**config.mk**
```make
export PLATFORM = sky130hd
export DESIGN_NAME = bitmap_block_allocator
export DESIGN_NICKNAME = d
export VERILOG_FILES = /design/src/rtl/bba_pkg.sv /design/src/rtl/bba_queue.sv /design/src/rtl/bba_div.sv /design/src/rtl/bba_front.sv /design/src/rtl/bba_back.sv /design/src/rtl/bitmap_block_allocator.sv
export VERILOG_INCLUDE_DIRS = /design/src /design/src/rtl
export SDC_FILE = /design/constraint.sdc
export NUM_CORES = 1
export LEC_CHECK = 0
export BUFFER_PORTS_ARGS = -buffer_cell sky130_fd_sc_hd__buf_2
export CAP_MARGIN = 20
export CORE_ASPECT_RATIO = 0.75
export CORE_MARGIN = 2
export CORE_UTILIZATION = 40
export DETAILED_ROUTE_END_ITERATION = 10
export HOLD_SLACK_MARGIN = 0.03
export PLACE_DENSITY_LB_ADDON = 0.1
export SYNTH_ARGS = -nofsm -noshare
export SYNTH_HDL_FRONTEND = slang
export SYNTH_SLANG_ARGS = --single-unit
```
**constraint.sdc**
```tcl
create_clock -name aclk -period 4.56 [get_ports aclk]
set_input_delay 0.456 -clock aclk [delete_from_list [all_inputs] [get_ports aclk]]
set_output_delay 0.456 -clock aclk [all_outputs]
set_load 0.02 [all_outputs]
```
**src/rtl/bitmap_block_allocator_macros.svh**
```systemverilog
// Assertion macros for the bitmap block allocator.
// Used by bitmap_block_allocator.sv; expects aclk and aresetn in scope.
`ifndef BITMAP_BLOCK_ALLOCATOR_MACROS_SVH
`define BITMAP_BLOCK_ALLOCATOR_MACROS_SVH

// Same-cycle implication, off during reset.
`define BBA_ASSERT_IMP(lbl, ante, cons, msg) \
    lbl: assert property (@(posedge aclk) disable iff (!aresetn) (ante) |-> (cons)) \
        else $error(msg);

// Next-cycle implication, off during reset.
`define BBA_ASSERT_NXT(lbl, ante, cons, msg) \
    lbl: assert property (@(posedge aclk) disable iff (!aresetn) (ante) |=> (cons)) \
        else $error(msg);

`endif

```
**src/rtl/bba_pkg.sv**
```systemverilog
// Shared types and constants for the bitmap block allocator.
// No dependencies; used by every bba_* module and the top level.
package bba_pkg;

    localparam int ADDR_W      = 32;
    localparam int COUNT_W     = 6;
    localparam int STATUS_W    = 2;
    localparam int CFG_IDX_W   = 2;
    localparam int QUEUE_DEPTH = 2;   // power of two, pointers wrap naturally
    localparam int QPTR_W      = $clog2(QUEUE_DEPTH);
    localparam int QCNT_W      = $clog2(QUEUE_DEPTH + 1);
    localparam int DIV_CNT_W   = $clog2(ADDR_W + 1);

    // request kinds
    localparam logic KIND_ALLOC = 1'b0;
    localparam logic KIND_FREE  = 1'b1;

    // result status codes
    localparam logic [STATUS_W-1:0] STATUS_OK   = 2'd0;
    localparam logic [STATUS_W-1:0] STATUS_FULL = 2'd1;
    localparam logic [STATUS_W-1:0] STATUS_BAD  = 2'd2;

    // configuration register indexes
    localparam logic [CFG_IDX_W-1:0] REG_BASE_ADDRESS = 2'd0;
    localparam logic [CFG_IDX_W-1:0] REG_BUFFER_SIZE  = 2'd1;
    localparam logic [CFG_IDX_W-1:0] REG_BLOCK_COUNT  = 2'd2;

    typedef struct packed {
        logic              kind;
        logic [ADDR_W-1:0] address;
    } in_item_t;

    typedef struct packed {
        logic [STATUS_W-1:0] status;
        logic [ADDR_W-1:0]   block_address;
        logic [COUNT_W-1:0]  used_count;
    } out_item_t;

    // classified request, front to back
    typedef struct packed {
        logic              kind;
        logic              below_base;
        logic [ADDR_W-1:0] offset;
    } q_entry_t;

    typedef struct packed {
        logic              start;
        logic [ADDR_W-1:0] dividend;
        logic [ADDR_W-1:0] divisor;
    } div_req_t;

    typedef struct packed {
        logic              busy;
        logic              done;
        logic [ADDR_W-1:0] quotient;
    } div_rsp_t;

    typedef enum logic [3:0] {
        B_IDLE,
        B_SIZE,
        B_DISPATCH,
        B_SCAN,
        B_MUL,
        B_ADDR,
        B_FDIV,
        B_FCHK,
        B_DONE
    } back_state_t;

endpackage

```
**src/rtl/bba_queue.sv**
```systemverilog
// Short FIFO of classified requests between front and back.
// Depends on bba_pkg.
module bba_queue (
    input  logic              aclk,
    input  logic              aresetn,
    input  logic              push_valid,
    output logic              push_ready,
    input  bba_pkg::q_entry_t push_entry,
    output logic              pop_valid,
    input  logic              pop,
    output bba_pkg::q_entry_t pop_entry
);

    bba_pkg::q_entry_t                  entry_reg [bba_pkg::QUEUE_DEPTH];
    logic [bba_pkg::QPTR_W-1:0]         wr_ptr_reg, wr_ptr_next;
    logic [bba_pkg::QPTR_W-1:0]         rd_ptr_reg, rd_ptr_next;
    logic [bba_pkg::QCNT_W-1:0]         cnt_reg, cnt_next;
    logic                               do_push, do_pop;

    assign push_ready = (cnt_reg != bba_pkg::QCNT_W'(bba_pkg::QUEUE_DEPTH));
    assign pop_valid  = (cnt_reg != '0);
    assign pop_entry  = entry_reg[rd_ptr_reg];
    assign do_push    = push_valid && push_ready;
    assign do_pop     = pop && pop_valid;

    always_comb begin
        wr_ptr_next = do_push ? wr_ptr_reg + 1'b1 : wr_ptr_reg;
        rd_ptr_next = do_pop  ? rd_ptr_reg + 1'b1 : rd_ptr_reg;
        cnt_next    = cnt_reg;
        if (do_push && !do_pop) begin
            cnt_next = cnt_reg + 1'b1;
        end else if (do_pop && !do_push) begin
            cnt_next = cnt_reg - 1'b1;
        end
    end

    always_ff @(posedge aclk) begin
        if (!aresetn) begin
            wr_ptr_reg <= '0;
            rd_ptr_reg <= '0;
            cnt_reg    <= '0;
        end else begin
            wr_ptr_reg <= wr_ptr_next;
            rd_ptr_reg <= rd_ptr_next;
            cnt_reg    <= cnt_next;
        end
    end

    always_ff @(posedge aclk) begin
        if (do_push) begin
            entry_reg[wr_ptr_reg] <= push_entry;
        end
    end

endmodule

```
**src/rtl/bba_div.sv**
```systemverilog
// Restoring serial divider, one quotient bit per cycle.
// Depends on bba_pkg; shared by the block-size and free-index divisions.
module bba_div (
    input  logic              aclk,
    input  logic              aresetn,
    input  bba_pkg::div_req_t req,
    output bba_pkg::div_rsp_t rsp
);

    localparam int W = bba_pkg::ADDR_W;

    logic [W-1:0]                    dvd_reg, dvd_next;
    logic [W-1:0]                    dsr_reg, dsr_next;
    logic [W-1:0]                    rem_reg, rem_next;
    logic [bba_pkg::DIV_CNT_W-1:0]   cnt_reg, cnt_next;
    logic                            busy_reg, busy_next;
    logic                            done_reg, done_next;
    logic [W:0]                      rem_sh;
    logic [W:0]                      diff;
    logic                            fits;

    assign rem_sh = {rem_reg, dvd_reg[W-1]};
    assign diff   = rem_sh - {1'b0, dsr_reg};
    assign fits   = (rem_sh >= {1'b0, dsr_reg});

    always_comb begin
        dvd_next  = dvd_reg;
        dsr_next  = dsr_reg;
        rem_next  = rem_reg;
        cnt_next  = cnt_reg;
        busy_next = busy_reg;
        done_next = 1'b0;
        if (req.start) begin
            dvd_next  = req.dividend;
            dsr_next  = req.divisor;
            rem_next  = '0;
            cnt_next  = bba_pkg::DIV_CNT_W'(W);
            busy_next = 1'b1;
        end else if (busy_reg) begin
            rem_next = fits ? diff[W-1:0] : rem_sh[W-1:0];
            dvd_next = {dvd_reg[W-2:0], fits};
            cnt_next = cnt_reg - 1'b1;
            if (cnt_reg == bba_pkg::DIV_CNT_W'(1)) begin
                busy_next = 1'b0;
                done_next = 1'b1;
            end
        end
    end

    always_ff @(posedge aclk) begin
        if (!aresetn) begin
            busy_reg <= 1'b0;
            done_reg <= 1'b0;
        end else begin
            busy_reg <= busy_next;
            done_reg <= done_next;
        end
    end

    always_ff @(posedge aclk) begin
        dvd_reg <= dvd_next;
        dsr_reg <= dsr_next;
        rem_reg <= rem_next;
        cnt_reg <= cnt_next;
    end

    assign rsp.busy     = busy_reg;
    assign rsp.done     = done_reg;
    assign rsp.quotient = dvd_reg;

endmodule

```
**src/rtl/bba_front.sv**
```systemverilog
// Front end: accepts requests and classifies them against the base address.
// Depends on bba_pkg; feeds bba_queue.
module bba_front (
    input  logic                          aclk,
    input  logic                          aresetn,
    input  logic                          s_valid,
    output logic                          s_ready,
    input  bba_pkg::in_item_t             s_payload,
    input  logic [bba_pkg::ADDR_W-1:0]    base_address,
    output logic                          push_valid,
    input  logic                          push_ready,
    output bba_pkg::q_entry_t             push_entry
);

    logic              stg_valid_reg, stg_valid_next;
    bba_pkg::q_entry_t stg_reg, stg_next;
    logic              take;

    assign s_ready = !stg_valid_reg || push_ready;
    assign take    = s_valid && s_ready;

    always_comb begin
        stg_valid_next = stg_valid_reg;
        stg_next       = stg_reg;
        if (take) begin
            stg_valid_next      = 1'b1;
            stg_next.kind       = s_payload.kind;
            stg_next.below_base = (s_payload.address < base_address);
            stg_next.offset     = s_payload.address - base_address;
        end else if (push_ready) begin
            stg_valid_next = 1'b0;
        end
    end

    always_ff @(posedge aclk) begin
        if (!aresetn) begin
            stg_valid_reg <= 1'b0;
        end else begin
            stg_valid_reg <= stg_valid_next;
        end
    end

    always_ff @(posedge aclk) begin
        stg_reg <= stg_next;
    end

    assign push_valid = stg_valid_reg;
    assign push_entry = stg_reg;

endmodule

```
**src/rtl/bba_back.sv**
```systemverilog
// Back end: owns the used map, runs alloc scans and free checks, holds the result.
// Depends on bba_pkg; drives bba_div, pops bba_queue.
module bba_back #(
    parameter int MAX_BLOCKS = 32
) (
    input  logic                          aclk,
    input  logic                          aresetn,
    input  logic                          q_valid,
    output logic                          q_pop,
    input  bba_pkg::q_entry_t             q_entry,
    input  logic [bba_pkg::ADDR_W-1:0]    base_address,
    input  logic [bba_pkg::ADDR_W-1:0]    buffer_size,
    input  logic [$clog2(MAX_BLOCKS+1)-1:0] n,
    input  logic                          cfg_change,
    output bba_pkg::div_req_t             div_req,
    input  bba_pkg::div_rsp_t             div_rsp,
    output logic                          m_valid,
    input  logic                          m_ready,
    output bba_pkg::out_item_t            m_payload
);

    localparam int AW = bba_pkg::ADDR_W;
    localparam int CW = $clog2(MAX_BLOCKS + 1);
    localparam int IW = (MAX_BLOCKS > 1) ? $clog2(MAX_BLOCKS) : 1;
    localparam int OW = bba_pkg::COUNT_W;

    bba_pkg::back_state_t            state_reg, state_next;
    bba_pkg::q_entry_t               cur_reg, cur_next;
    logic [AW-1:0]                   size_reg, size_next;
    logic                            size_ok_reg, size_ok_next;
    logic [MAX_BLOCKS-1:0]           map_reg, map_next;
    logic [CW-1:0]                   total_reg, total_next;
    logic [CW-1:0]                   cnt_reg, cnt_next;
    logic [AW-1:0]                   prod_reg, prod_next;
    logic [AW-1:0]                   quo_reg, quo_next;
    logic [bba_pkg::STATUS_W-1:0]    res_status_reg, res_status_next;
    logic [AW-1:0]                   res_addr_reg, res_addr_next;
    logic                            out_valid_reg, out_valid_next;
    bba_pkg::out_item_t              out_reg, out_next;
    logic [AW+CW-1:0]                prod_full;

    assign prod_full = size_reg * cnt_reg;

    always_comb begin
        state_next      = state_reg;
        cur_next        = cur_reg;
        size_next       = size_reg;
        size_ok_next    = size_ok_reg;
        map_next        = map_reg;
        total_next      = total_reg;
        cnt_next        = cnt_reg;
        prod_next       = prod_reg;
        quo_next        = quo_reg;
        res_status_next = res_status_reg;
        res_addr_next   = res_addr_reg;
        out_valid_next  = out_valid_reg;
        out_next        = out_reg;
        q_pop           = 1'b0;
        div_req.start    = 1'b0;
        div_req.dividend = buffer_size;
        div_req.divisor  = AW'(n);

        if (out_valid_reg && m_ready) begin
            out_valid_next = 1'b0;
        end

        unique case (state_reg)
            bba_pkg::B_IDLE: begin
                if (q_valid) begin
                    q_pop    = 1'b1;
                    cur_next = q_entry;
                    if (size_ok_reg) begin
                        state_next = bba_pkg::B_DISPATCH;
                    end else if (n == '0) begin
                        size_next    = '0;
                        size_ok_next = 1'b1;
                        state_next   = bba_pkg::B_DISPATCH;
                    end else begin
                        div_req.start = 1'b1;
                        state_next    = bba_pkg::B_SIZE;
                    end
                end
            end
            bba_pkg::B_SIZE: begin
                if (div_rsp.done) begin
                    size_next    = div_rsp.quotient;
                    size_ok_next = 1'b1;
                    state_next   = bba_pkg::B_DISPATCH;
                end
            end
            bba_pkg::B_DISPATCH: begin
                res_addr_next = '0;
                if (cur_reg.kind == bba_pkg::KIND_ALLOC) begin
                    if (total_reg >= n) begin
                        res_status_next = bba_pkg::STATUS_FULL;
                        state_next      = bba_pkg::B_DONE;
                    end else begin
                        cnt_next   = '0;
                        state_next = bba_pkg::B_SCAN;
                    end
                end else if (cur_reg.below_base || size_reg == '0) begin
                    res_status_next = bba_pkg::STATUS_BAD;
                    state_next      = bba_pkg::B_DONE;
                end else begin
                    div_req.start    = 1'b1;
                    div_req.dividend = cur_reg.offset;
                    div_req.divisor  = size_reg;
                    state_next       = bba_pkg::B_FDIV;
                end
            end
            bba_pkg::B_SCAN: begin
                if (cnt_reg >= n) begin
                    res_status_next = bba_pkg::STATUS_FULL;
                    state_next      = bba_pkg::B_DONE;
                end else if (!map_reg[cnt_reg[IW-1:0]]) begin
                    map_next[cnt_reg[IW-1:0]] = 1'b1;
                    total_next = total_reg + 1'b1;
                    state_next = bba_pkg::B_MUL;
                end else begin
                    cnt_next = cnt_reg + 1'b1;
                end
            end
            bba_pkg::B_MUL: begin
                prod_next  = prod_full[AW-1:0];
                state_next = bba_pkg::B_ADDR;
            end
            bba_pkg::B_ADDR: begin
                res_addr_next   = base_address + prod_reg;
                res_status_next = bba_pkg::STATUS_OK;
                state_next      = bba_pkg::B_DONE;
            end
            bba_pkg::B_FDIV: begin
                if (div_rsp.done) begin
                    quo_next   = div_rsp.quotient;
                    state_next = bba_pkg::B_FCHK;
                end
            end
            bba_pkg::B_FCHK: begin
                if (quo_reg >= AW'(n) || !map_reg[quo_reg[IW-1:0]]) begin
                    res_status_next = bba_pkg::STATUS_BAD;
                end else begin
                    map_next[quo_reg[IW-1:0]] = 1'b0;
                    if (total_reg != '0) begin
                        total_next = total_reg - 1'b1;
                    end
                    res_status_next = bba_pkg::STATUS_OK;
                end
                state_next = bba_pkg::B_DONE;
            end
            bba_pkg::B_DONE: begin
                if (!out_valid_reg || m_ready) begin
                    out_valid_next         = 1'b1;
                    out_next.status        = res_status_reg;
                    out_next.block_address = res_addr_reg;
                    out_next.used_count    = OW'(total_reg);
                    state_next             = bba_pkg::B_IDLE;
                end
            end
            default: begin
                state_next = bba_pkg::B_IDLE;
            end
        endcase

        // any register write invalidates the cached block size
        if (cfg_change) begin
            size_ok_next = 1'b0;
        end
    end

    always_ff @(posedge aclk) begin
        if (!aresetn) begin
            state_reg     <= bba_pkg::B_IDLE;
            size_ok_reg   <= 1'b0;
            map_reg       <= '0;
            total_reg     <= '0;
            out_valid_reg <= 1'b0;
        end else begin
            state_reg     <= state_next;
            size_ok_reg   <= size_ok_next;
            map_reg       <= map_next;
            total_reg     <= total_next;
            out_valid_reg <= out_valid_next;
        end
    end

    always_ff @(posedge aclk) begin
        cur_reg        <= cur_next;
        size_reg       <= size_next;
        cnt_reg        <= cnt_next;
        prod_reg       <= prod_next;
        quo_reg        <= quo_next;
        res_status_reg <= res_status_next;
        res_addr_reg   <= res_addr_next;
        out_reg        <= out_next;
    end

    assign m_valid   = out_valid_reg;
    assign m_payload = out_reg;

endmodule

```
**src/rtl/bitmap_block_allocator.sv**
```systemverilog
// Accept to result valid: alloc scans the used map upward for the lowest free block, then
//   multiplies by the block size and adds the base; free divides the offset by the block
//   size in the 32-step serial divider, then checks. Full pool, below-base or zero-size
//   free: no scan or divide. The first item after any register write with a nonzero count
//   first divides buffer_size by the count. The back end takes one item at a time.
// Reset: synchronous, active-low aresetn clears registers, used map and used total.
`include "bitmap_block_allocator_macros.svh"

module bitmap_block_allocator #(
    parameter int MAX_BLOCKS = 32
) (
    input  logic                              aclk,
    input  logic                              aresetn,
    // request channel
    input  logic                              s_valid,
    output logic                              s_ready,
    input  bba_pkg::in_item_t                 s_payload,
    // result channel
    output logic                              m_valid,
    input  logic                              m_ready,
    output bba_pkg::out_item_t                m_payload,
    // configuration write port
    input  logic                              cfg_we,
    input  logic [bba_pkg::CFG_IDX_W-1:0]     cfg_index,
    input  logic [bba_pkg::ADDR_W-1:0]        cfg_wdata
);

    localparam int CW = $clog2(MAX_BLOCKS + 1);

    // Configuration registers
    logic [bba_pkg::ADDR_W-1:0]  base_address_reg;
    logic [bba_pkg::ADDR_W-1:0]  buffer_size_reg;
    logic [bba_pkg::COUNT_W-1:0] block_count_reg;
    logic [CW-1:0]               eff_count;

    always_ff @(posedge aclk) begin
        if (!aresetn) begin
            base_address_reg <= '0;
            buffer_size_reg  <= '0;
            block_count_reg  <= '0;
        end else if (cfg_we) begin
            unique case (cfg_index)
                bba_pkg::REG_BASE_ADDRESS: base_address_reg <= cfg_wdata;
                bba_pkg::REG_BUFFER_SIZE:  buffer_size_reg  <= cfg_wdata;
                bba_pkg::REG_BLOCK_COUNT:
                    block_count_reg <= cfg_wdata[bba_pkg::COUNT_W-1:0];
                default: ;  // unmapped index, write dropped
            endcase
        end
    end

    // Block count saturates at the pool's capacity.
    assign eff_count = (int'(block_count_reg) > MAX_BLOCKS) ? CW'(MAX_BLOCKS)
                                                            : CW'(block_count_reg);

    // Front: takes items, computes offset from base and the below-base flag.
    logic              push_valid;
    logic              push_ready;
    bba_pkg::q_entry_t push_entry;

    bba_front u_front (
        .aclk         (aclk),
        .aresetn      (aresetn),
        .s_valid      (s_valid),
        .s_ready      (s_ready),
        .s_payload    (s_payload),
        .base_address (base_address_reg),
        .push_valid   (push_valid),
        .push_ready   (push_ready),
        .push_entry   (push_entry)
    );

    // Queue decouples front acceptance from back-end execution.
    logic              q_valid;
    logic              q_pop;
    bba_pkg::q_entry_t q_entry;

    bba_queue u_queue (
        .aclk       (aclk),
        .aresetn    (aresetn),
        .push_valid (push_valid),
        .push_ready (push_ready),
        .push_entry (push_entry),
        .pop_valid  (q_valid),
        .pop        (q_pop),
        .pop_entry  (q_entry)
    );

    // Shared serial divider: block size, then offset / block size on frees.
    bba_pkg::div_req_t div_req;
    bba_pkg::div_rsp_t div_rsp;

    bba_div u_div (
        .aclk    (aclk),
        .aresetn (aresetn),
        .req     (div_req),
        .rsp     (div_rsp)
    );

    // Back: used map, alloc scan, free check, output register.
    bba_back #(
        .MAX_BLOCKS (MAX_BLOCKS)
    ) u_back (
        .aclk         (aclk),
        .aresetn      (aresetn),
        .q_valid      (q_valid),
        .q_pop        (q_pop),
        .q_entry      (q_entry),
        .base_address (base_address_reg),
        .buffer_size  (buffer_size_reg),
        .n            (eff_count),
        .cfg_change   (cfg_we),
        .div_req      (div_req),
        .div_rsp      (div_rsp),
        .m_valid      (m_valid),
        .m_ready      (m_ready),
        .m_payload    (m_payload)
    );

    // A new division never starts on top of one in flight.
    `BBA_ASSERT_IMP(a_div_no_overlap, div_req.start, !div_rsp.busy, "divider restarted while busy")

    // Once started, the divider reports busy on the following cycle.
    `BBA_ASSERT_NXT(a_div_runs, div_req.start, div_rsp.busy, "divider did not start")

    // Failed requests never carry an address.
    `BBA_ASSERT_IMP(a_fail_no_addr,
        m_valid && m_payload.status != bba_pkg::STATUS_OK && m_payload.block_address != '0,
        1'b0, "failed request returned an address")

    // The back end only pops when the queue holds an item.
    `BBA_ASSERT_IMP(a_pop_nonempty, q_pop, q_valid, "pop from empty queue")

endmodule
```
Word level (Yosys, flattened, before mapping)
Memory sizes are Yosys's and may differ from the RTL's. A register that Yosys moved wholly into a read port is not among the register bits.
Index checks and enable logic that the tools add are counted.
{ "classes": {"n_mux": 77, "n_eq_ne": 29, "mul": 1, "bitwise": 7, "order_cmp": 10, "addsub": 11, "n_reduce_logical": 48} }
{ "ops": {"columns": ["op", "n"], "rows": [
  ["two-way mux 32 bit", 10],
  ["one-hot mux 32 bit (2 select lines)", 3],
  ["two-way mux 65 bit", 2],
  ["two-way mux 64 bit", 1],
  ["subtractor 32 bit", 2],
  ["two-way mux 6 bit", 9],
  ["two-way mux 4 bit", 9],
  [">= comparator 33 x 32 -> 1 bit", 1],
  ["adder 32 bit", 1],
  ["bitwise AND 32 bit", 1],
  [">= comparator 32 x 6 -> 1 bit", 1],
  ["logical NOT 32 bit", 1],
  ["less-than comparator 32 bit", 1],
  ["multiplier 32 x 6 -> 32 bit", 1],
  ["NOT 32 bit", 1],
  ["OR 32 bit", 1],
  ["one-hot mux 4 bit (8 select lines)", 1],
  ["two-way mux 1 bit", 24],
  ["one-hot mux 6 bit (2 select lines)", 2],
  ["inequality test 2 bit, second input constant", 10],
  ["AND reduction 5 bit", 4],
  ["two-way mux 2 bit", 9],
  ["equality test 4 x 3 -> 1 bit, second input constant", 4],
  ["nonzero test 2 bit", 8],
  ["37 further kinds", 76]
]} }
{ "totals": {"n_memories": 1, "mem_bits_rw": 68, "register_bits": 433, "word_cells": 215, "output_inout_bits": 42, "in_bits": 72} }
{ "mem_list": {"columns": ["memory", "words", "width", "rd", "rd_clocked_by_memory_dff", "wr", "line", "source"], "rows": [
  ["u_queue.entry_reg", 2, 34, 1, 1, 1, "bba_queue.sv:14", "bba_pkg::q_entry_t entry_reg [bba_pkg::QUEUE_DEPTH];"]
]} }

Depth between registers and ports, before layout
{ "logic_depth": {"word_depth": 8, "ltp_mapped": 19, "ltp_nobuf": 17} }

By module
From an unflattened synthesis, not the netlist that was laid out.
{ "hier_totals": {"hier_cells": 2970, "hier_area_um2": 31616.6} }
{ "by_module_without_submodules": {"columns": ["module", "n_inst", "cells_per_inst", "seq_area_each_um2", "area_each_um2"], "rows": [
  ["bba_back", 1, 1672, 7186.9, 17436.7],
  ["bba_div", 1, 597, 2722.6, 5950.7],
  ["bba_front", 1, 301, 1041.0, 2890.3],
  ["bba_queue", 1, 130, 2142.1, 2692.6],
  ["bitmap_block_allocator", 1, 270, 1401.3, 2646.3]
]} }

Worst setup path after synthesis
No wires, ideal clock.
{ "synth_path": {"path_kind": "register -> register", "from": "register u_back.cnt_reg[1]", "to": "register u_back.prod_reg[31], data pin", "arrival_time_ns": 4.666, "required_time_ns": 4.300, "path_stages_with_launch": 19, "setup_ns": 0.260, "path_slack_ns": -0.366, "n_path_buf": 2, "synth_period_minus_slack_ns": 4.926, "path_cell_list": "edfxtp_1 > clkbuf_1 > clkbuf_1 > and2_1 > fa_1 > fa_1 > inv_1 > fa_1 > inv_1 > ha_1 > nand3_1 > o2111ai_1 > a31oi_1 > o21ai_0 > o21ai_0 > o31a_1 > o21ai_0 > a21oi_1 > xnor2_1"} }
{ "synth_via": {"elab_chain_cells": 1} }
{ "synth_rtl": {"columns": ["element", "line", "source"], "rows": [
  ["start: declaration", "bba_back.sv:33", "logic [CW-1:0] cnt_reg, cnt_next;"],
  ["start signal: assignment", "bba_back.sv:189", "cnt_reg <= cnt_next;"],
  ["multiplier 32 x 6 -> 32 bit", "bba_back.sv:42", "assign prod_full = size_reg * cnt_reg;"],
  ["net u_back.prod_full[31]", "bba_back.sv:40", "logic [AW+CW-1:0] prod_full;"],
  ["end signal: assignment", "bba_back.sv:190", "prod_reg <= prod_next;"],
  ["end: declaration", "bba_back.sv:34", "logic [AW-1:0] prod_reg, prod_next;"]
]} }
The timed path passes the listed nets, and every way through them passes these cells.
A chain may end at the register's enable or synchronous reset.

Worst setup path in the final report
{ "layout_path": {"from": "register u_back.cnt_reg[5]", "to": "register u_back.prod_reg[28], data pin"} }
Same word-level chain as after synthesis.

==> impl_metrics.env <==
export IMPL_outcome="finished clean"
export IMPL_grt_pass1_vias=22390
export IMPL_vias_per_cell=5.422
export IMPL_cts_max_path_buffers=3
export IMPL_reg2regPathDepth=20
export IMPL_synth_edf_count=376
export IMPL_ys_ff_latch=535
export IMPL_placeableCoreArea_um2=76960
export IMPL_gp_congestion=0.8897
export IMPL_antennaDiodeCount=0
export IMPL_synth_seq_area_share=0.4648
export IMPL_dp_hpwl_um=67720
export IMPL_p_leak_nw=14.49
export IMPL_timing_final_ws_setup_ns=0.01004
export IMPL_numPortBuffers=113
export IMPL_synthesis_nets=3300
export IMPL_peakVddDrop_mv=0.8387
export IMPL_setup_violations=0
export IMPL_cts_buffers=56
export IMPL_cp_arrival_ns=4.93
export IMPL_die_w_um=326.2
export IMPL_die_h_um=245.6
export IMPL_worst_setup_path_end_kind="flip-flop"
export IMPL_fin_crit_ns=4.550
export IMPL_drive_above_1_share=0.1493
export IMPL_cts_tree="yes"
export IMPL_pre_cts_ws_ns=-0.1647
export IMPL_gr_total_overflow=0
export IMPL_async_flop_share=0
export IMPL_synth_cell_types=74
export IMPL_grt_usage=0.2256
export IMPL_final_cells=4224
export IMPL_wl_um=90940
export IMPL_num_rows=88
export IMPL_grt_pass1_wl_um=139200
export IMPL_cap_violations=0
export IMPL_skew_ns=0.04939
export IMPL_fill_cells=7218
export IMPL_slew_viol_final=0
export IMPL_drt_iter0_markers=1915
export IMPL_avgSynthCellArea_um2=10.53
export IMPL_clkTransAtPathRegs_ns=0.06
export IMPL_post_route_drc_count=0
export IMPL_synthesis_instances=2957
export IMPL_start_kind="flip-flop"
export IMPL_root_buffer="clkbuf_16"
export IMPL_pin_count=114
export IMPL_hold_viol=0
export IMPL_reg2reg_to="u_back.prod_reg[28]"
export IMPL_worstPathRequired_ns=4.94
export IMPL_area_growth_pct=15.53
export IMPL_dp_cells=4101
export IMPL_antenna_found_initial=0
export IMPL_hp_class="input pin to flip-flop"
export IMPL_dieArea_um2=80120
export IMPL_rsz0062_at_grt="yes"
export IMPL_htree_num_levels=2
export IMPL_rrSetupSlack_ns=0.01
export IMPL_synth_area_um2=31140
export IMPL_dr_pass1_iters=5
export IMPL_hold_path_depth=3
export IMPL_wl_per_cell_um=21.53
export IMPL_ys_flop_type="edfxtp_1"
export IMPL_finalNetCount=3484
export IMPL_rr_startpoint="u_back.cnt_reg[5]"
export IMPL_vias=22900
export IMPL_cp_max_fo=5
export IMPL_yosys_warnings=0
export IMPL_cts_sinks=535
export IMPL_min_period_over_period=0.9978
export IMPL_fmax_ghz=0.2198
export IMPL_timing_hold_ws_ns=0.06503
export IMPL_pwr_density_cell_nw_per_um2=877.0
export IMPL_clock_latency_ns=0.66
export IMPL_max_slew_margin_rel=0.2885
export IMPL_worstSetupPathType="flip-flop to flip-flop"
export IMPL_largest_reg_flops=68
export IMPL_antenna_left=0
export IMPL_power_mw=31.55
export IMPL_hold_path_startpoint="s_valid"
export IMPL_tightest_slew_ns=1.067
export IMPL_grt_max_degree=105
export IMPL_min_to="u_front.push_valid"
export IMPL_start_util=0.4046
[worst max path at each step]
| stage | end | startpoint | cells past startpoint | slack, ns |
|---|---|---|---|---|
| 3_3_place_gp | u_back.prod_reg[31] | u_back.cnt_reg[5] | 18 | -0.14 |
| 4_1_cts | u_back.prod_reg[31] | u_back.cnt_reg[3] | 18 | 0.002 |
| 3_5_place_dp | u_back.prod_reg[31] | u_back.cnt_reg[5] | 19 | -0.16 |
| 2_1_floorplan | u_back.prod_reg[24] | u_back.cnt_reg[2] | 19 | 0.008 |
| 6_report | u_back.prod_reg[28] | u_back.cnt_reg[5] | 20 | 0.01 |
| 5_1_grt | u_back.prod_reg[28] | u_back.cnt_reg[3] | 17 | -0.14 |
[power by group]
part / internal [mW] / total, mW / leakage (nW) / switching (mW)
combinational: 8.63 / 18.9 / 8.77 / 10.3
clock: 2.71 / 4.79 / 0.932 / 2.08
sequential: 7.08 / 7.87 / 4.79 / 0.795
[cells in the final DEF (no fill, tap or decap), types with 30 or more instances in the layout]
cell type  count
edfxtp_1     376
nand2_1      339
inv_1        244
and2_1       168
dfxtp_1      158
o21ai_0      154
ha_1         146
nor2_1       134
a21oi_1      127
buf_4        120
buf_2        112
fa_1         111
a21boi_0      84
xnor2_1       75
a21o_1        66
mux2i_1       66
clkbuf_16     59
nand3_1       45
and3_1        45
xor2_1        38
mux2_2        36
nor3_1        30
[critical path, cell delays in order (launching register included)]
cell and delay (ns):
edfxtp_1 0.43, buf_4 0.17, buf_4 0.16, and2_4 0.16, fa_1 0.48, fa_1 0.49
inv_1 0.05, fa_1 0.49, inv_2 0.05, ha_4 0.26, buf_6 0.10, nand2_1 0.06
nor2_2 0.12, o211ai_1 0.10, buf_4 0.16, a31oi_4 0.26, a31oi_4 0.14, a21o_1 0.23
o21bai_1 0.16, a21oi_1 0.10, xnor2_1 0.14
[cells by family after synthesis]
group | Yosys count | synth area share
flops | 535 | 0.4648
compound gates | 631 | 0.1322
fa+ha+maj | 271 | 0.1361
buf+inv | 378 | 0.04585
mux | 120 | 0.04725
xor+xnor | 113 | 0.03178
simple gates | 909 | 0.1420
[stage by stage]
step / instance area (um^2) / utilization / TNS [ns]
6_report: 35980 / 0.4675 / 0
5_1_grt: 35980 / 0.4675 / -0.7716
4_1_cts: 35610 / 0.4627 / 0
3_5_place_dp: 33590 / 0.4364 / -0.7737
3_3_place_gp: 33590 / 0.4364 / -0.6609
2_1_floorplan: 31250 / - / 0
[routing by layer]
metal / vias up / share of wire / track usage
li1: 10760 / - / -
met1: 11460 / 0.50 / 0.3497
met2: 596 / 0.43 / 0.3378
met3: 93 / 0.048 / 0.02573
met4: 0 / 0.018 / 0.04500
met5: - / 0 / 0
[timing repair]
item / in CTS / in global routing
cloned: 0 / 3
resized for setup: 14 / 61
endpoints found under the hold margin: 1 / 0
hold buffers: 1 / 0
endpoints found under the setup margin: 11 / 14
pin swaps: 8 / 70
buffers inserted: 3 / 11
[cell usage after synthesis (all sizes together), types with 19 or more instances]
cell type	number	area, um^2
inv	255	957.2
a21o	66	495.5
o21ai	162	814.5
mux2	36	405.4
nor2	139	521.8
o2bb2ai	19	166.4
nor4	23	143.9
nand2	341	1280
edfxtp	376	11290
and2	176	1101
and3	47	294.0
a21oi	136	684.4
nor2b	27	168.9
fa	113	2262
clkbuf	111	416.7
dfxtp	159	3183
xor2	38	332.8
xnor2	75	656.9
o21a	27	202.7
nor3	30	150.1
o21bai	19	142.6
a21boi	85	638.1
mux2i	66	660.6
nand3	45	225.2
ha	158	1977
[final cells by class]
| type | instances | area [um^2] | area share |
|---|---|---|---|
| clock inverters | 29 | 359.1 | 0.009981 |
| repair buffers | 248 | 1703 | 0.04733 |
| well taps | 1035 | 1295 | 0.03599 |
| flip-flops and latches | 535 | 14480 | 0.4023 |
| inverters | 256 | 963.4 | 0.02678 |
| clock buffers | 77 | 1562 | 0.04340 |
| multi-input cells | 2044 | 15620 | 0.4342 |
Power figures use the tool's default switching activity.
